$ cat src/design/brlm_pkg.sv
// Shared types, constants and register codes of the border ring luminosity mean unit.
`timescale 1ns / 1ps
package brlm_pkg;

	localparam int MAX_SIDE = 256;
	localparam int SIDE_W = 9;
	localparam int POS_W = $clog2(MAX_SIDE);
	localparam int SKIP_W = 3;
	localparam int CHAN_W = 8;
	localparam int SQ_W = 2 * CHAN_W;
	localparam int PROD_W = 32;
	localparam int LUMA_W = 16;
	localparam int SUM_W = 26;
	localparam int CNT_W = 10;
	localparam int MEAN_W = 16;
	localparam int ADDR_W = 4;
	localparam int DATA_W = 32;

	localparam logic [15:0] W_RED = 16'd13933;
	localparam logic [15:0] W_GREEN = 16'd46871;
	localparam logic [15:0] W_BLUE = 16'd4731;
	localparam logic [15:0] FULL_SQ = 16'd65025;
	localparam logic [CHAN_W-1:0] OPAQUE = 8'hff;

	// Reciprocal of the full-scale square, scaled by two to the power RECIP_SHIFT.
	localparam logic [31:0] RECIP = 32'd2164359682;
	localparam int RECIP_SHIFT = 47;

	localparam logic [SIDE_W-1:0] WIDTH_RESET = 9'd256;
	localparam logic [SIDE_W-1:0] HEIGHT_RESET = 9'd256;
	localparam logic [SKIP_W-1:0] SKIP_RESET = 3'd5;

	localparam int Q_DEPTH = 2;
	localparam int QPTR_W = $clog2(Q_DEPTH);

	localparam int DIV_STEPS = SUM_W;
	localparam int DIV_CNT_W = $clog2(DIV_STEPS);

	typedef enum logic [1:0] {
		REG_WIDTH = 2'd0,
		REG_HEIGHT = 2'd1,
		REG_SKIP = 2'd2
	} brlm_reg_t;

	typedef struct packed {
		logic [SIDE_W-1:0] width;
		logic [SIDE_W-1:0] height;
		logic [SKIP_W-1:0] skip;
	} brlm_cfg_t;

	typedef struct packed {
		logic [SUM_W-1:0] sum;
		logic [CNT_W-1:0] count;
		logic transparent;
	} brlm_totals_t;

	typedef struct packed {
		logic ring;
		logic opaque;
		logic last;
		logic start;
	} brlm_tag_t;

	typedef enum logic [1:0] {
		BK_IDLE,
		BK_DIV,
		BK_HOLD
	} brlm_back_state_t;

endpackage

$ cat src/design/brlm_front.sv
// Front part: position tracking, ring test, pixel luminosity pipeline and frame totals.
`timescale 1ns / 1ps
module brlm_front (
	input  logic                        clk,
	input  logic                        arst_n,
	input  brlm_pkg::brlm_cfg_t         cfg,
	input  logic                        push,
	output logic                        full,
	input  logic [31:0]                 pixel_argb,
	input  logic                        frame_start,
	output logic                        totals_push,
	output brlm_pkg::brlm_totals_t      totals,
	input  logic                        totals_full
);
	import brlm_pkg::*;

	logic adv;
	logic accept;

	logic [SIDE_W-1:0] w_c;
	logic [SIDE_W-1:0] h_c;
	logic [POS_W-1:0] base_col;
	logic [POS_W-1:0] base_row;
	logic [POS_W-1:0] x_c;
	logic [POS_W-1:0] y_c;
	logic [SIDE_W:0] xs_c;
	logic [SIDE_W:0] ys_c;
	logic [SIDE_W-1:0] x1_c;
	logic [SIDE_W-1:0] y1_c;
	logic inside_c;
	logic on_edge_c;
	logic row_end_c;
	brlm_tag_t tag_c;

	logic [POS_W-1:0] col_q;
	logic [POS_W-1:0] row_q;

	logic v_s1, v_s2, v_s3, v_s4, v_s5, v_s6;
	brlm_tag_t tag_s1, tag_s2, tag_s3, tag_s4, tag_s5, tag_s6;
	logic [SQ_W-1:0] sq_r_s1, sq_g_s1, sq_b_s1;
	logic [PROD_W-1:0] pr_s2, pg_s2, pb_s2;
	logic [PROD_W-1:0] acc_s3;
	logic [PROD_W-1:0] acc_s4;
	logic [LUMA_W-1:0] est_s4;
	logic [LUMA_W-1:0] est_s5;
	logic [LUMA_W:0] rem_s5;
	logic [LUMA_W-1:0] luma_s6;

	logic [2*PROD_W-1:0] recip_prod;
	logic [PROD_W-1:0] back_prod;
	logic [PROD_W-1:0] rem_full;

	logic [SUM_W-1:0] sum_q;
	logic [CNT_W-1:0] cnt_q;
	logic seen_q;
	logic [SUM_W-1:0] sum_base;
	logic [CNT_W-1:0] cnt_base;
	logic seen_base;
	logic [SUM_W-1:0] sum_new;
	logic [CNT_W-1:0] cnt_new;
	logic seen_new;

	assign adv = !(v_s6 && tag_s6.last && totals_full);
	assign full = !adv;
	assign accept = push && adv;

	always_comb begin
		if (cfg.width == '0) begin
			w_c = SIDE_W'(1);
		end else if (cfg.width > SIDE_W'(MAX_SIDE)) begin
			w_c = SIDE_W'(MAX_SIDE);
		end else begin
			w_c = cfg.width;
		end
		if (cfg.height == '0) begin
			h_c = SIDE_W'(1);
		end else if (cfg.height > SIDE_W'(MAX_SIDE)) begin
			h_c = SIDE_W'(MAX_SIDE);
		end else begin
			h_c = cfg.height;
		end
	end

	always_comb begin
		base_col = frame_start ? '0 : col_q;
		base_row = frame_start ? '0 : row_q;
		if ({1'b0, base_col} >= w_c) begin
			x_c = POS_W'(w_c - SIDE_W'(1));
		end else begin
			x_c = base_col;
		end
		if ({1'b0, base_row} >= h_c) begin
			y_c = POS_W'(h_c - SIDE_W'(1));
		end else begin
			y_c = base_row;
		end
		xs_c = (SIDE_W + 1)'(x_c) + (SIDE_W + 1)'(cfg.skip);
		ys_c = (SIDE_W + 1)'(y_c) + (SIDE_W + 1)'(cfg.skip);
		x1_c = SIDE_W'(x_c) + SIDE_W'(1);
		y1_c = SIDE_W'(y_c) + SIDE_W'(1);
		inside_c = (x_c >= POS_W'(cfg.skip)) && (xs_c < (SIDE_W + 1)'(w_c))
			&& (y_c >= POS_W'(cfg.skip)) && (ys_c < (SIDE_W + 1)'(h_c));
		on_edge_c = (x_c == POS_W'(cfg.skip)) || (y_c == POS_W'(cfg.skip))
			|| (xs_c + (SIDE_W + 1)'(1) == (SIDE_W + 1)'(w_c))
			|| (ys_c + (SIDE_W + 1)'(1) == (SIDE_W + 1)'(h_c));
		row_end_c = x1_c >= w_c;
		tag_c.ring = inside_c && on_edge_c;
		tag_c.opaque = pixel_argb[31:24] == OPAQUE;
		tag_c.last = row_end_c && (y1_c >= h_c);
		tag_c.start = frame_start;
	end

	always_ff @(posedge clk or negedge arst_n) begin
		if (!arst_n) begin
			col_q <= '0;
			row_q <= '0;
		end else if (accept) begin
			if (tag_c.last) begin
				col_q <= '0;
				row_q <= '0;
			end else if (row_end_c) begin
				col_q <= '0;
				row_q <= POS_W'(y1_c);
			end else begin
				col_q <= POS_W'(x1_c);
				row_q <= y_c;
			end
		end
	end

	always_ff @(posedge clk or negedge arst_n) begin
		if (!arst_n) begin
			v_s1 <= 1'b0;
			v_s2 <= 1'b0;
			v_s3 <= 1'b0;
			v_s4 <= 1'b0;
			v_s5 <= 1'b0;
			v_s6 <= 1'b0;
		end else if (adv) begin
			v_s1 <= accept;
			v_s2 <= v_s1;
			v_s3 <= v_s2;
			v_s4 <= v_s3;
			v_s5 <= v_s4;
			v_s6 <= v_s5;
		end
	end

	assign recip_prod = (2 * PROD_W)'(acc_s3) * (2 * PROD_W)'(RECIP);
	assign back_prod = PROD_W'(est_s4) * PROD_W'(FULL_SQ);
	assign rem_full = acc_s4 - back_prod;

	always_ff @(posedge clk) begin
		if (adv) begin
			tag_s1 <= tag_c;
			sq_r_s1 <= SQ_W'(pixel_argb[23:16]) * SQ_W'(pixel_argb[23:16]);
			sq_g_s1 <= SQ_W'(pixel_argb[15:8]) * SQ_W'(pixel_argb[15:8]);
			sq_b_s1 <= SQ_W'(pixel_argb[7:0]) * SQ_W'(pixel_argb[7:0]);

			tag_s2 <= tag_s1;
			pr_s2 <= PROD_W'(sq_r_s1) * PROD_W'(W_RED);
			pg_s2 <= PROD_W'(sq_g_s1) * PROD_W'(W_GREEN);
			pb_s2 <= PROD_W'(sq_b_s1) * PROD_W'(W_BLUE);

			tag_s3 <= tag_s2;
			acc_s3 <= pr_s2 + pg_s2 + pb_s2;

			tag_s4 <= tag_s3;
			acc_s4 <= acc_s3;
			est_s4 <= recip_prod[RECIP_SHIFT+LUMA_W-1:RECIP_SHIFT];

			tag_s5 <= tag_s4;
			est_s5 <= est_s4;
			rem_s5 <= rem_full[LUMA_W:0];

			tag_s6 <= tag_s5;
			luma_s6 <= est_s5 + LUMA_W'(rem_s5 >= (LUMA_W + 1)'(FULL_SQ));
		end
	end

	always_comb begin
		sum_base = tag_s6.start ? '0 : sum_q;
		cnt_base = tag_s6.start ? '0 : cnt_q;
		seen_base = tag_s6.start ? 1'b0 : seen_q;
		sum_new = sum_base;
		cnt_new = cnt_base;
		seen_new = seen_base;
		if (tag_s6.ring) begin
			cnt_new = cnt_base + CNT_W'(1);
			if (tag_s6.opaque) begin
				sum_new = sum_base + SUM_W'(luma_s6);
			end else begin
				seen_new = 1'b1;
			end
		end
	end

	always_ff @(posedge clk or negedge arst_n) begin
		if (!arst_n) begin
			sum_q <= '0;
			cnt_q <= '0;
			seen_q <= 1'b0;
		end else if (v_s6 && adv) begin
			if (tag_s6.last) begin
				sum_q <= '0;
				cnt_q <= '0;
				seen_q <= 1'b0;
			end else begin
				sum_q <= sum_new;
				cnt_q <= cnt_new;
				seen_q <= seen_new;
			end
		end
	end

	assign totals_push = v_s6 && tag_s6.last && adv;
	assign totals.sum = sum_new;
	assign totals.count = cnt_new;
	assign totals.transparent = seen_new;

endmodule

$ cat src/design/brlm_fifo.sv
// Short queue of frame totals between the front and back parts.
`timescale 1ns / 1ps
module brlm_fifo (
	input  logic                   clk,
	input  logic                   arst_n,
	input  logic                   wr_en,
	input  brlm_pkg::brlm_totals_t wr_data,
	output logic                   q_full,
	input  logic                   rd_en,
	output brlm_pkg::brlm_totals_t rd_data,
	output logic                   q_empty
);
	import brlm_pkg::*;

	brlm_totals_t mem_q [Q_DEPTH];
	logic [QPTR_W-1:0] wr_ptr_q;
	logic [QPTR_W-1:0] rd_ptr_q;
	logic [QPTR_W:0] count_q;
	logic do_wr;
	logic do_rd;

	assign q_full = count_q == (QPTR_W + 1)'(Q_DEPTH);
	assign q_empty = count_q == '0;
	assign do_wr = wr_en && !q_full;
	assign do_rd = rd_en && !q_empty;
	assign rd_data = mem_q[rd_ptr_q];

	always_ff @(posedge clk) begin
		if (do_wr) begin
			mem_q[wr_ptr_q] <= wr_data;
		end
	end

	always_ff @(posedge clk or negedge arst_n) begin
		if (!arst_n) begin
			wr_ptr_q <= '0;
			rd_ptr_q <= '0;
			count_q <= '0;
		end else begin
			if (do_wr) begin
				wr_ptr_q <= (wr_ptr_q == QPTR_W'(Q_DEPTH - 1)) ? '0 : wr_ptr_q + QPTR_W'(1);
			end
			if (do_rd) begin
				rd_ptr_q <= (rd_ptr_q == QPTR_W'(Q_DEPTH - 1)) ? '0 : rd_ptr_q + QPTR_W'(1);
			end
			if (do_wr && !do_rd) begin
				count_q <= count_q + (QPTR_W + 1)'(1);
			end else if (do_rd && !do_wr) begin
				count_q <= count_q - (QPTR_W + 1)'(1);
			end
		end
	end

endmodule

$ cat src/design/brlm_back.sv
// Back part: bit-serial mean division and the result output register.
`timescale 1ns / 1ps
module brlm_back (
	input  logic                            clk,
	input  logic                            arst_n,
	input  brlm_pkg::brlm_totals_t          totals,
	input  logic                            totals_empty,
	output logic                            totals_pop,
	output logic                            empty,
	input  logic                            pop,
	output logic [brlm_pkg::MEAN_W-1:0]     mean_luma,
	output logic                            is_transparent
);
	import brlm_pkg::*;

	brlm_back_state_t state_q;
	brlm_back_state_t state_d;

	logic [CNT_W-1:0] rem_q;
	logic [SUM_W-1:0] quo_q;
	logic [CNT_W-1:0] dvs_q;
	logic [DIV_CNT_W-1:0] step_q;
	logic flag_q;
	logic out_valid_q;
	logic [MEAN_W-1:0] out_mean_q;
	logic out_flag_q;

	logic skip_div;
	logic load_out;
	logic [CNT_W:0] trial;
	logic [CNT_W:0] diff;
	logic ge;

	assign skip_div = totals.transparent || (totals.count == '0);
	assign trial = {rem_q, quo_q[SUM_W-1]};
	assign diff = trial - {1'b0, dvs_q};
	assign ge = trial >= {1'b0, dvs_q};

	always_comb begin
		state_d = state_q;
		case (state_q)
			BK_IDLE: begin
				if (!totals_empty) begin
					state_d = skip_div ? BK_HOLD : BK_DIV;
				end
			end
			BK_DIV: begin
				if (step_q == DIV_CNT_W'(DIV_STEPS - 1)) begin
					state_d = BK_HOLD;
				end
			end
			BK_HOLD: begin
				if (!out_valid_q || pop) begin
					state_d = BK_IDLE;
				end
			end
			default: begin
				state_d = BK_IDLE;
			end
		endcase
	end

	always_comb begin
		totals_pop = 1'b0;
		load_out = 1'b0;
		case (state_q)
			BK_IDLE: totals_pop = !totals_empty;
			BK_HOLD: load_out = !out_valid_q || pop;
			default: begin
				totals_pop = 1'b0;
				load_out = 1'b0;
			end
		endcase
	end

	always_ff @(posedge clk or negedge arst_n) begin
		if (!arst_n) begin
			state_q <= BK_IDLE;
			out_valid_q <= 1'b0;
		end else begin
			state_q <= state_d;
			if (load_out) begin
				out_valid_q <= 1'b1;
			end else if (pop) begin
				out_valid_q <= 1'b0;
			end
		end
	end

	always_ff @(posedge clk) begin
		if (totals_pop) begin
			quo_q <= skip_div ? '0 : totals.sum;
			rem_q <= '0;
			dvs_q <= totals.count;
			step_q <= '0;
			flag_q <= totals.transparent;
		end else if (state_q == BK_DIV) begin
			quo_q <= {quo_q[SUM_W-2:0], ge};
			rem_q <= ge ? diff[CNT_W-1:0] : trial[CNT_W-1:0];
			step_q <= step_q + DIV_CNT_W'(1);
		end
		if (load_out) begin
			out_mean_q <= quo_q[MEAN_W-1:0];
			out_flag_q <= flag_q;
		end
	end

	assign empty = !out_valid_q;
	assign mean_luma = out_mean_q;
	assign is_transparent = out_flag_q;

endmodule

$ cat src/design/border_ring_luminosity_mean_unit.sv
// Top level of the border ring luminosity mean unit with its configuration registers.
//
// Pixels enter as a queue: a word is taken at a clock edge with push high and full low,
// one word per cycle, in raster order; frame_start marks the first pixel of a frame.
// The result side is a queue as well: while empty is low, mean_luma and is_transparent
// hold the oldest result of a finished frame, and pop high takes it.
// The pixel pipeline runs six stages, set by the chain of square, weight, reciprocal
// and correction multiplies. After the frame's last pixel is taken, the frame result passes
// through the six pipeline stages up to the queue, the back part taking the totals,
// the one-bit-per-cycle divider and the load of the output register. A transparent
// frame or an empty ring skips the divider.
// The divider bounds the frame rate: the back part takes new totals only when idle, and
// two frame totals wait in the queue. Pixels flow at one per cycle until a frame end
// finds the queue full; full then stays high until the back part frees an entry, which
// happens only while the receiver keeps taking results.
// Reset clears positions, sums, queue and output valid flag and loads the registers with
// width 256, height 256 and skip margin 5. Registers are at byte addresses 0, 4 and 8.
`timescale 1ns / 1ps
module border_ring_luminosity_mean_unit (
	input  logic                            clk,
	input  logic                            arst_n,
	input  logic                            psel,
	input  logic                            penable,
	input  logic                            pwrite,
	input  logic [brlm_pkg::ADDR_W-1:0]     paddr,
	input  logic [brlm_pkg::DATA_W-1:0]     pwdata,
	output logic [brlm_pkg::DATA_W-1:0]     prdata,
	output logic                            pready,
	input  logic                            push,
	output logic                            full,
	input  logic [31:0]                     pixel_argb,
	input  logic                            frame_start,
	output logic                            empty,
	input  logic                            pop,
	output logic [brlm_pkg::MEAN_W-1:0]     mean_luma,
	output logic                            is_transparent
);
	import brlm_pkg::*;

	brlm_cfg_t cfg_q;
	logic wr_en;
	logic [1:0] reg_idx;

	logic q_push;
	logic q_full;
	logic q_pop;
	logic q_empty;
	brlm_totals_t q_wr_data;
	brlm_totals_t q_rd_data;

	assign pready = 1'b1;
	assign wr_en = psel && penable && pwrite && pready;
	assign reg_idx = paddr[3:2];

	always_ff @(posedge clk or negedge arst_n) begin
		if (!arst_n) begin
			cfg_q.width <= WIDTH_RESET;
			cfg_q.height <= HEIGHT_RESET;
			cfg_q.skip <= SKIP_RESET;
		end else if (wr_en) begin
			case (reg_idx)
				REG_WIDTH: cfg_q.width <= pwdata[SIDE_W-1:0];
				REG_HEIGHT: cfg_q.height <= pwdata[SIDE_W-1:0];
				REG_SKIP: cfg_q.skip <= pwdata[SKIP_W-1:0];
				default: begin
					cfg_q <= cfg_q;
				end
			endcase
		end
	end

	always_comb begin
		case (reg_idx)
			REG_WIDTH: prdata = DATA_W'(cfg_q.width);
			REG_HEIGHT: prdata = DATA_W'(cfg_q.height);
			REG_SKIP: prdata = DATA_W'(cfg_q.skip);
			default: prdata = '0;
		endcase
	end

	brlm_front u_front (
		.clk         (clk),
		.arst_n      (arst_n),
		.cfg         (cfg_q),
		.push        (push),
		.full        (full),
		.pixel_argb  (pixel_argb),
		.frame_start (frame_start),
		.totals_push (q_push),
		.totals      (q_wr_data),
		.totals_full (q_full)
	);

	brlm_fifo u_fifo (
		.clk     (clk),
		.arst_n  (arst_n),
		.wr_en   (q_push),
		.wr_data (q_wr_data),
		.q_full  (q_full),
		.rd_en   (q_pop),
		.rd_data (q_rd_data),
		.q_empty (q_empty)
	);

	brlm_back u_back (
		.clk            (clk),
		.arst_n         (arst_n),
		.totals         (q_rd_data),
		.totals_empty   (q_empty),
		.totals_pop     (q_pop),
		.empty          (empty),
		.pop            (pop),
		.mean_luma      (mean_luma),
		.is_transparent (is_transparent)
	);

	a_transparent_zero: assert property (@(posedge clk) disable iff (!arst_n)
		(!empty && is_transparent) |-> (mean_luma == '0))
		else $error("transparent result carries a nonzero mean");

	a_stall_cause: assert property (@(posedge clk) disable iff (!arst_n)
		full |-> q_full)
		else $error("input stalled while the totals queue has room");

	a_no_overflow: assert property (@(posedge clk) disable iff (!arst_n)
		q_push |-> !q_full)
		else $error("frame totals pushed into a full queue");

	a_no_underflow: assert property (@(posedge clk) disable iff (!arst_n)
		q_pop |-> !q_empty)
		else $error("back part took totals from an empty queue");

endmodule
$ cat config.mk
export PLATFORM = sky130hd
export DESIGN_NAME = border_ring_luminosity_mean_unit
export DESIGN_NICKNAME = d
export VERILOG_FILES = /design/src/design/brlm_pkg.sv /design/src/design/brlm_front.sv /design/src/design/brlm_fifo.sv /design/src/design/brlm_back.sv /design/src/design/border_ring_luminosity_mean_unit.sv
export SDC_FILE = /design/constraint.sdc
export NUM_CORES = 2
export LEC_CHECK = 0
export BUFFER_PORTS_ARGS = -buffer_cell sky130_fd_sc_hd__buf_4
export CORE_ASPECT_RATIO = 2
export CORE_UTILIZATION = 45
export DETAILED_ROUTE_END_ITERATION = 16
export SYNTH_ARGS = -nofsm -noshare
export SYNTH_HDL_FRONTEND = slang
export SYNTH_SLANG_ARGS = --single-unit
$ cat constraint.sdc
create_clock -name clk -period 10.5 [get_ports clk]
set_input_delay 1.575 -clock clk [delete_from_list [all_inputs] [get_ports clk]]
set_output_delay 1.575 -clock clk [all_outputs]
set_load 0.005 [all_outputs]
Word level (Yosys, flattened, before mapping):

Memory sizes are Yosys's and may differ from the RTL's.
Index checks and enable logic that the tools add are counted.

* bits in registers: 433
* memory bits (writable): 74
* input bits: 76
* output and inout port bits: 52
* word-level logic and storage cells: 200
* memories kept: 1

* add/sub/neg operators: 20
* multipliers: 8
* magnitude comparators: 12
* equal/unequal tests: 14
* mux-type cells: 43
* reductions and logical operators: 40

Memories
* u_fifo.mem_q: words 2, width 37, rd ports 1, clocked after Yosys merged registers in 0, wr ports 1, RTL line brlm_fifo.sv:15 `brlm_totals_t mem_q [Q_DEPTH];`

Operators with widths (number)
* $mux W26: 7
* $mux W8: 8
* $mul A32 B31 Y62 const B: 1
* $mul A8 B8 Y16: 3
* $mux W10: 4
* $mux W9: 4
* $add A30 B32 Y32: 1
* $add A32 B29 Y32: 1
* $mul A16 B16 Y32 const B: 1
* $add A10 B1 Y10 const B: 3
* $mul A16 B14 Y30 const B: 1
* $mul A16 B13 Y29 const B: 1
* $pmux W9 S3: 1
* $add A26 B16 Y26: 1
* $eq A10 B9 Y1: 2
* $add A8 B1 Y9 const B: 2
* $add A8 B3 Y9: 2
* $ge A8 B9 Y1: 2
* $ge A9 B9 Y1: 2
* $gt A9 B9 Y1 const B: 2
* $logic_not A9 Y1: 2
* $lt A9 B9 Y1: 2
* $ge A17 B16 Y1 const B: 1
* $mul A16 B16 Y17 const B: 1
* other kinds (28): 82

Depth between registers and ports, before layout:

* word-level depth: 11
* depth in mapped cells: 29
* gate-level depth less buffers: 27

By module:

From an unflattened synthesis, not the netlist that was laid out.

* cells, all modules: 4830
* area total of the unflattened synthesis: 52111.2 um^2

Modules (own cells, without submodules)
* brlm_front: instances 1, cells each 4308, area an instance 44667.8 um^2, seq. area each 9614.2 um^2
* brlm_back: instances 1, cells each 291, area an instance 3304.4 um^2, seq. area each 1996.9 um^2
* brlm_fifo: instances 1, cells each 134, area an instance 2949.1 um^2, seq. area each 2322.2 um^2
* border_ring_luminosity_mean_unit: instances 1, cells each 97, area an instance 1189.9 um^2, seq. area each 530.5 um^2

Worst setup path before layout:

No wires, ideal clock.

* kind: register to output
* start point: register u_fifo.count_q[1]
* end point: output full
* arrival: 9327 ps
* required time: 8925 ps
* slack: -402 ps
* stages on the path, launching flop included: 5
* buffers on the path: 1
* cells stage by stage: dfrtp_1 > nor2b_1 > nand3_1 > clkbuf_1 > inv_1

* longest elaborated chain between the ends: 2

Ends and longest elaborated chain
* from (decl): RTL line brlm_fifo.sv:18 `logic [QPTR_W:0] count_q;`
* from (signal assigned): RTL line brlm_fifo.sv:47 `count_q <= count_q + (QPTR_W + 1)'(1);`
* from (signal assigned): RTL line brlm_fifo.sv:49 `count_q <= count_q - (QPTR_W + 1)'(1);`
* $eq A2 B2 Y1: RTL line brlm_fifo.sv:22 `assign q_full = count_q == (QPTR_W + 1)'(Q_DEPTH);`
* $logic_and A1 B1 Y1: RTL line brlm_front.sv:63 `assign adv = !(v_s6 && tag_s6.last && totals_full);`
* to (decl): RTL line border_ring_luminosity_mean_unit.sv:30 `output logic full,`

No other way between the ends.

==> metrics.md <==
| Metric | Value |
|---|---|
| Outcome | complete, no violations |
| Most frequent cells in the layout | ha_1, inv_1, fa_1, edfxtp_1, nand2_1 |
| Cts repair resizes | 0 |
| CP dominant cell by count | o21ai_0 |
| Clock Sinks | approximately 500 |
| Initial Util | ~45% |
| Async set-reset flop share out of synthesis | about 17% |
| Die width | around 240 µm |
| Mux share of post-synthesis cell area | approximately 2.1% |
| Final worst-path cycle share | around 70% |
| DR pass1 iterations | 5 |
| Worst path slowest cell | o21ai_0 |
| CTS root buf | clkbuf_16 |
| Fmax | ~130 MHz |
| YS warnings | 0 |
| IO Count | between 100 and 150 |
| Worst hold path type | flip-flop to flip-flop |
| Antenna-violating nets left | 0 |
| Initial antenna violation count | 1 |
| Clock Tree Buf Depth | 3 |
| Placer Congestion | 0.936 |
| CTS buffer count | 51 |
| Post-Syn Area | a little over 0.05 mm² |
| Critical path depth in cells | 26 |
| Die height | 483 µm |
| Period minus WS final | roughly 7400 ps |
| Clock slew at reported path FFs | around 70 ps |
| CP bufs+invs | 1 |
| Clk_lat worst skew | approximately 660 ps |
| Layout net count | around 6,400 |
| CTS tree | done |
| # setup viols final | 0 |
| Placement Cell Area | roughly 0.054 mm² |
| Relative slew slack | between 20 and 25% |
| Top_reg_cell synth | edfxtp_1 |
| Via density per instance | roughly 5.2 |
| Final instance area | around 0.056 mm² |
| Largest stage delay, worst path | about 700 ps |
| Final setup TNS | 0 ps |
| DRT iter0 DRCs | 1,064 |
| Slew @ Worst Pin | approximately 1200 ps |
| Final Hold Fails | 0 |
| Post-detail-place hpwl | about 96,000 µm |
| Register area | approximately 0.014 mm² |
| Post-route worst setup slack | about 3000 ps |
| First-pass GRT wire length | 183,000 µm |
| Post-synthesis simple-gate area fraction | 8.35% |
| Unique cell type count in the Yosys netlist | between 90 and 100 |
| Register area share after synthesis | between 20% and 30% |
| Cell family with most CP delay | compound AO/OA/AOI/OAI gates |
| RR Startpoint | cfg_q[14]$_DFFE_PN0P_ |
| R2R Setup Slk | a little over 3000 ps |
| Total Routing Usage GR | between 10% and 20% |
| Flops & latches, synth | between 500 and 600 |
| Worst setup EP type | flip-flop |
| DR vias | roughly 34,000 |
| Worst EP required | approximately 11,000 ps |
| Htree depth | 2 |
| Largest family of logic cells by synthesized area | adder cells |
| Share of cells above drive strength 1 | ~5.5% |
| Avg WL per Cell | 17.5 µm |
| DP Cell Count | between 6,000 and 7,000 |
| Pin count of the biggest net entering global routing | 178 |
| Compound-Gate Fraction of Synth Area | 8.75% |
| Startpoint Class | flip-flop |
| Core region area | roughly 0.11 mm² |
| R2r worst-path depth | 26 |
| Cells after synthesis | roughly 4,800 |
| DP Worst Slack | 2500 ps |
| Clock skew | just over 40 ps |
| CP max FO | 11 |
| Non-filler cells, final | around 6,500 |
| Fillers | between 10,000 and 15,000 |
| WL final | between 100,000 and 150,000 µm |
| WP data arrival | a little under 8000 ps |
| Die Area | 0.117 mm² |
| Residual DRC | 0 |
| Port Buffer Count | 78 |
| Setup Buffers After CTS | 0 |
| Crit path launch | cfg_q[14]$_DFFE_PN0P_ |
| Hold_buf cts | 0 |
| Synth-to-Final Area Change | 7.98% |
| Aggregate global routing overflow | 0 |
| Synth Area in XOR/XNOR | just over 5% |
| Max-cap viol count | 0 |
| EDFF count, synth | around 400 |
| Commonest non-fill, non-tap cell in the layout | ha_1 |
| Core Rows | 176 |
| Worst Setup EP | u_front.tag_s1[3]$_DFFE_PN_ |
| Final Max Tran Viols | 0 |
| Post-Synth Adder-Cell Area | between 40% and 50% |
| RSZ-0062 raised after global routing | false |
| Footprint of the multi-input gates | about 0.034 mm² |
| Crit Reg-Reg Endpoint | u_front.tag_s1[3]$_DFFE_PN_ |
| Syn_area_per_cell | 10.8 µm² |
| Critical path class | flip-flop to flip-flop |
| Vias in the first global route | 36,800 |
[synthesized netlist by cell type (18+ instances only)]
cell type	number	area, µm²
buf_4	25	188
xnor2_1	207	1810
nor2b_1	68	425
mux2_2	37	417
edfxtp_1	399	12000
nand2b_1	42	263
a31oi_1	18	113
mux2i_1	60	601
nor2_1	187	702
and3_1	23	144
or3_1	19	119
inv_1	822	3090
and2_1	73	457
a21o_1	108	811
clkbuf_1	48	180
nand2_1	267	1000
o21a_1	33	248
ha_1	962	12000
o21ai_0	142	711
nand3_1	67	335
a22o_1	33	289
nand4_1	26	163
o21bai_1	28	210
dfrtp_1	83	2080
nor3_1	53	265
a21oi_1	160	801
xor2_1	89	780
o31ai_1	44	330
fa_1	466	9330
[cell type report]
cell class	count	share of cell area, %
antenna	1	0.00446
inverter	825	5.52
multi-input combinational	3440	60.9
tap	1513	3.37
sequential	501	25.8
clock inverter	43	0.839
clock buffer	53	2.31
timing repair buffer	94	1.28
[state kept, by name, indices dropped and copies added, names as in the netlist, 5 cells and up]
signal / count
u_back.rem_q: 10
u_front.acc_s4: 17
u_front.sum_q: 26
u_front.col_q: 8
u_front.pb_s2: 28
u_front.sq_r_s1: 15
u_back.dvs_q: 10
u_back.mean_luma: 16
u_front.cnt_q: 10
u_front.luma_s6: 16
cfg_q: 21
u_front.rem_s5: 17
u_front.row_q: 8
u_front.pr_s2: 29
u_back.step_q: 5
u_front.est_s5: 16
u_front.sq_g_s1: 15
u_front.acc_s3: 32
u_front.pg_s2: 31
u_back.quo_q: 26
u_fifo.mem_q: 74
u_front.sq_b_s1: 15
u_front.est_s4: 16
[worst min-delay path by stage]
| stage | slack [ps] | startpoint | cells past startpoint | end |
|---|---|---|---|---|
| floorplan | 400 | u_back.flag_q$_DFFE_PP_ | 0 | u_back.is_transparent$_DFFE_PP_ |
| global placement | 400 | u_front.tag_s1[1]$_DFFE_PN_ | 0 | u_front.tag_s2[1]$_DFFE_PN_ |
| detailed placement | 400 | u_front.tag_s2[0]$_DFFE_PN_ | 0 | u_front.tag_s3[0]$_DFFE_PN_ |
| CTS | 410 | u_front.tag_s5[1]$_DFFE_PN_ | 0 | u_front.tag_s6[1]$_DFFE_PN_ |
| global route | 420 | u_front.tag_s5[3]$_DFFE_PN_ | 0 | u_front.tag_s6[3]$_DFFE_PN_ |
| finish | 420 | u_front.tag_s5[3]$_DFFE_PN_ | 0 | u_front.tag_s6[3]$_DFFE_PN_ |
[worst register-to-register path, cell delays in order, from the launching register on]
cell	delay (ps)
dfrtp_1	460
or4_1	620
nor2_1	180
o21a_1	310
ha_1	200
nor2b_1	40
o21ai_0	400
o21ai_0	330
nand3_1	200
nand2_1	310
o21ai_0	700
ha_1	370
inv_1	70
a21oi_1	80
o21bai_1	450
nand2_1	100
nor4_1	190
a31oi_1	90
xnor2_1	350
ha_1	320
nand4_1	120
o22ai_1	80
a2111oi_0	350
o21ai_0	170
nor4_1	320
o2111ai_1	170
o2bb2ai_1	270
[kinds of logic after synthesis]
kind of cell	count (synthesis)
buf+inv	908
mux	100
compound gates	684
xor+xnor	298
simple gates	886
other cells	2
flops	501
fa+ha+maj	1429
[through the flow]
step / util (%) / hold WS [ps]
after global placement: 47.4 / 401
after CTS: 48.9 / 414
after floorplan: - / 400
after global routing: 48.9 / 422
after detailed placement: 47.4 / 405
final: 48.9 / 416
[layer usage]
layer | up-vias | GRT usage [%] | share of wire, %
met5 | - | 0 | 0
met4 | 0 | 12.8 | 7.1
met3 | 269 | 1.58 | 1.8
met2 | 460 | 42.7 | 60
met1 | 16700 | 16.8 | 31
li1 | 16500 | - | -
Power is left out: the tool's default activity adds up to more than one toggle a clock period on the data nets, which glitch-free logic cannot reach.
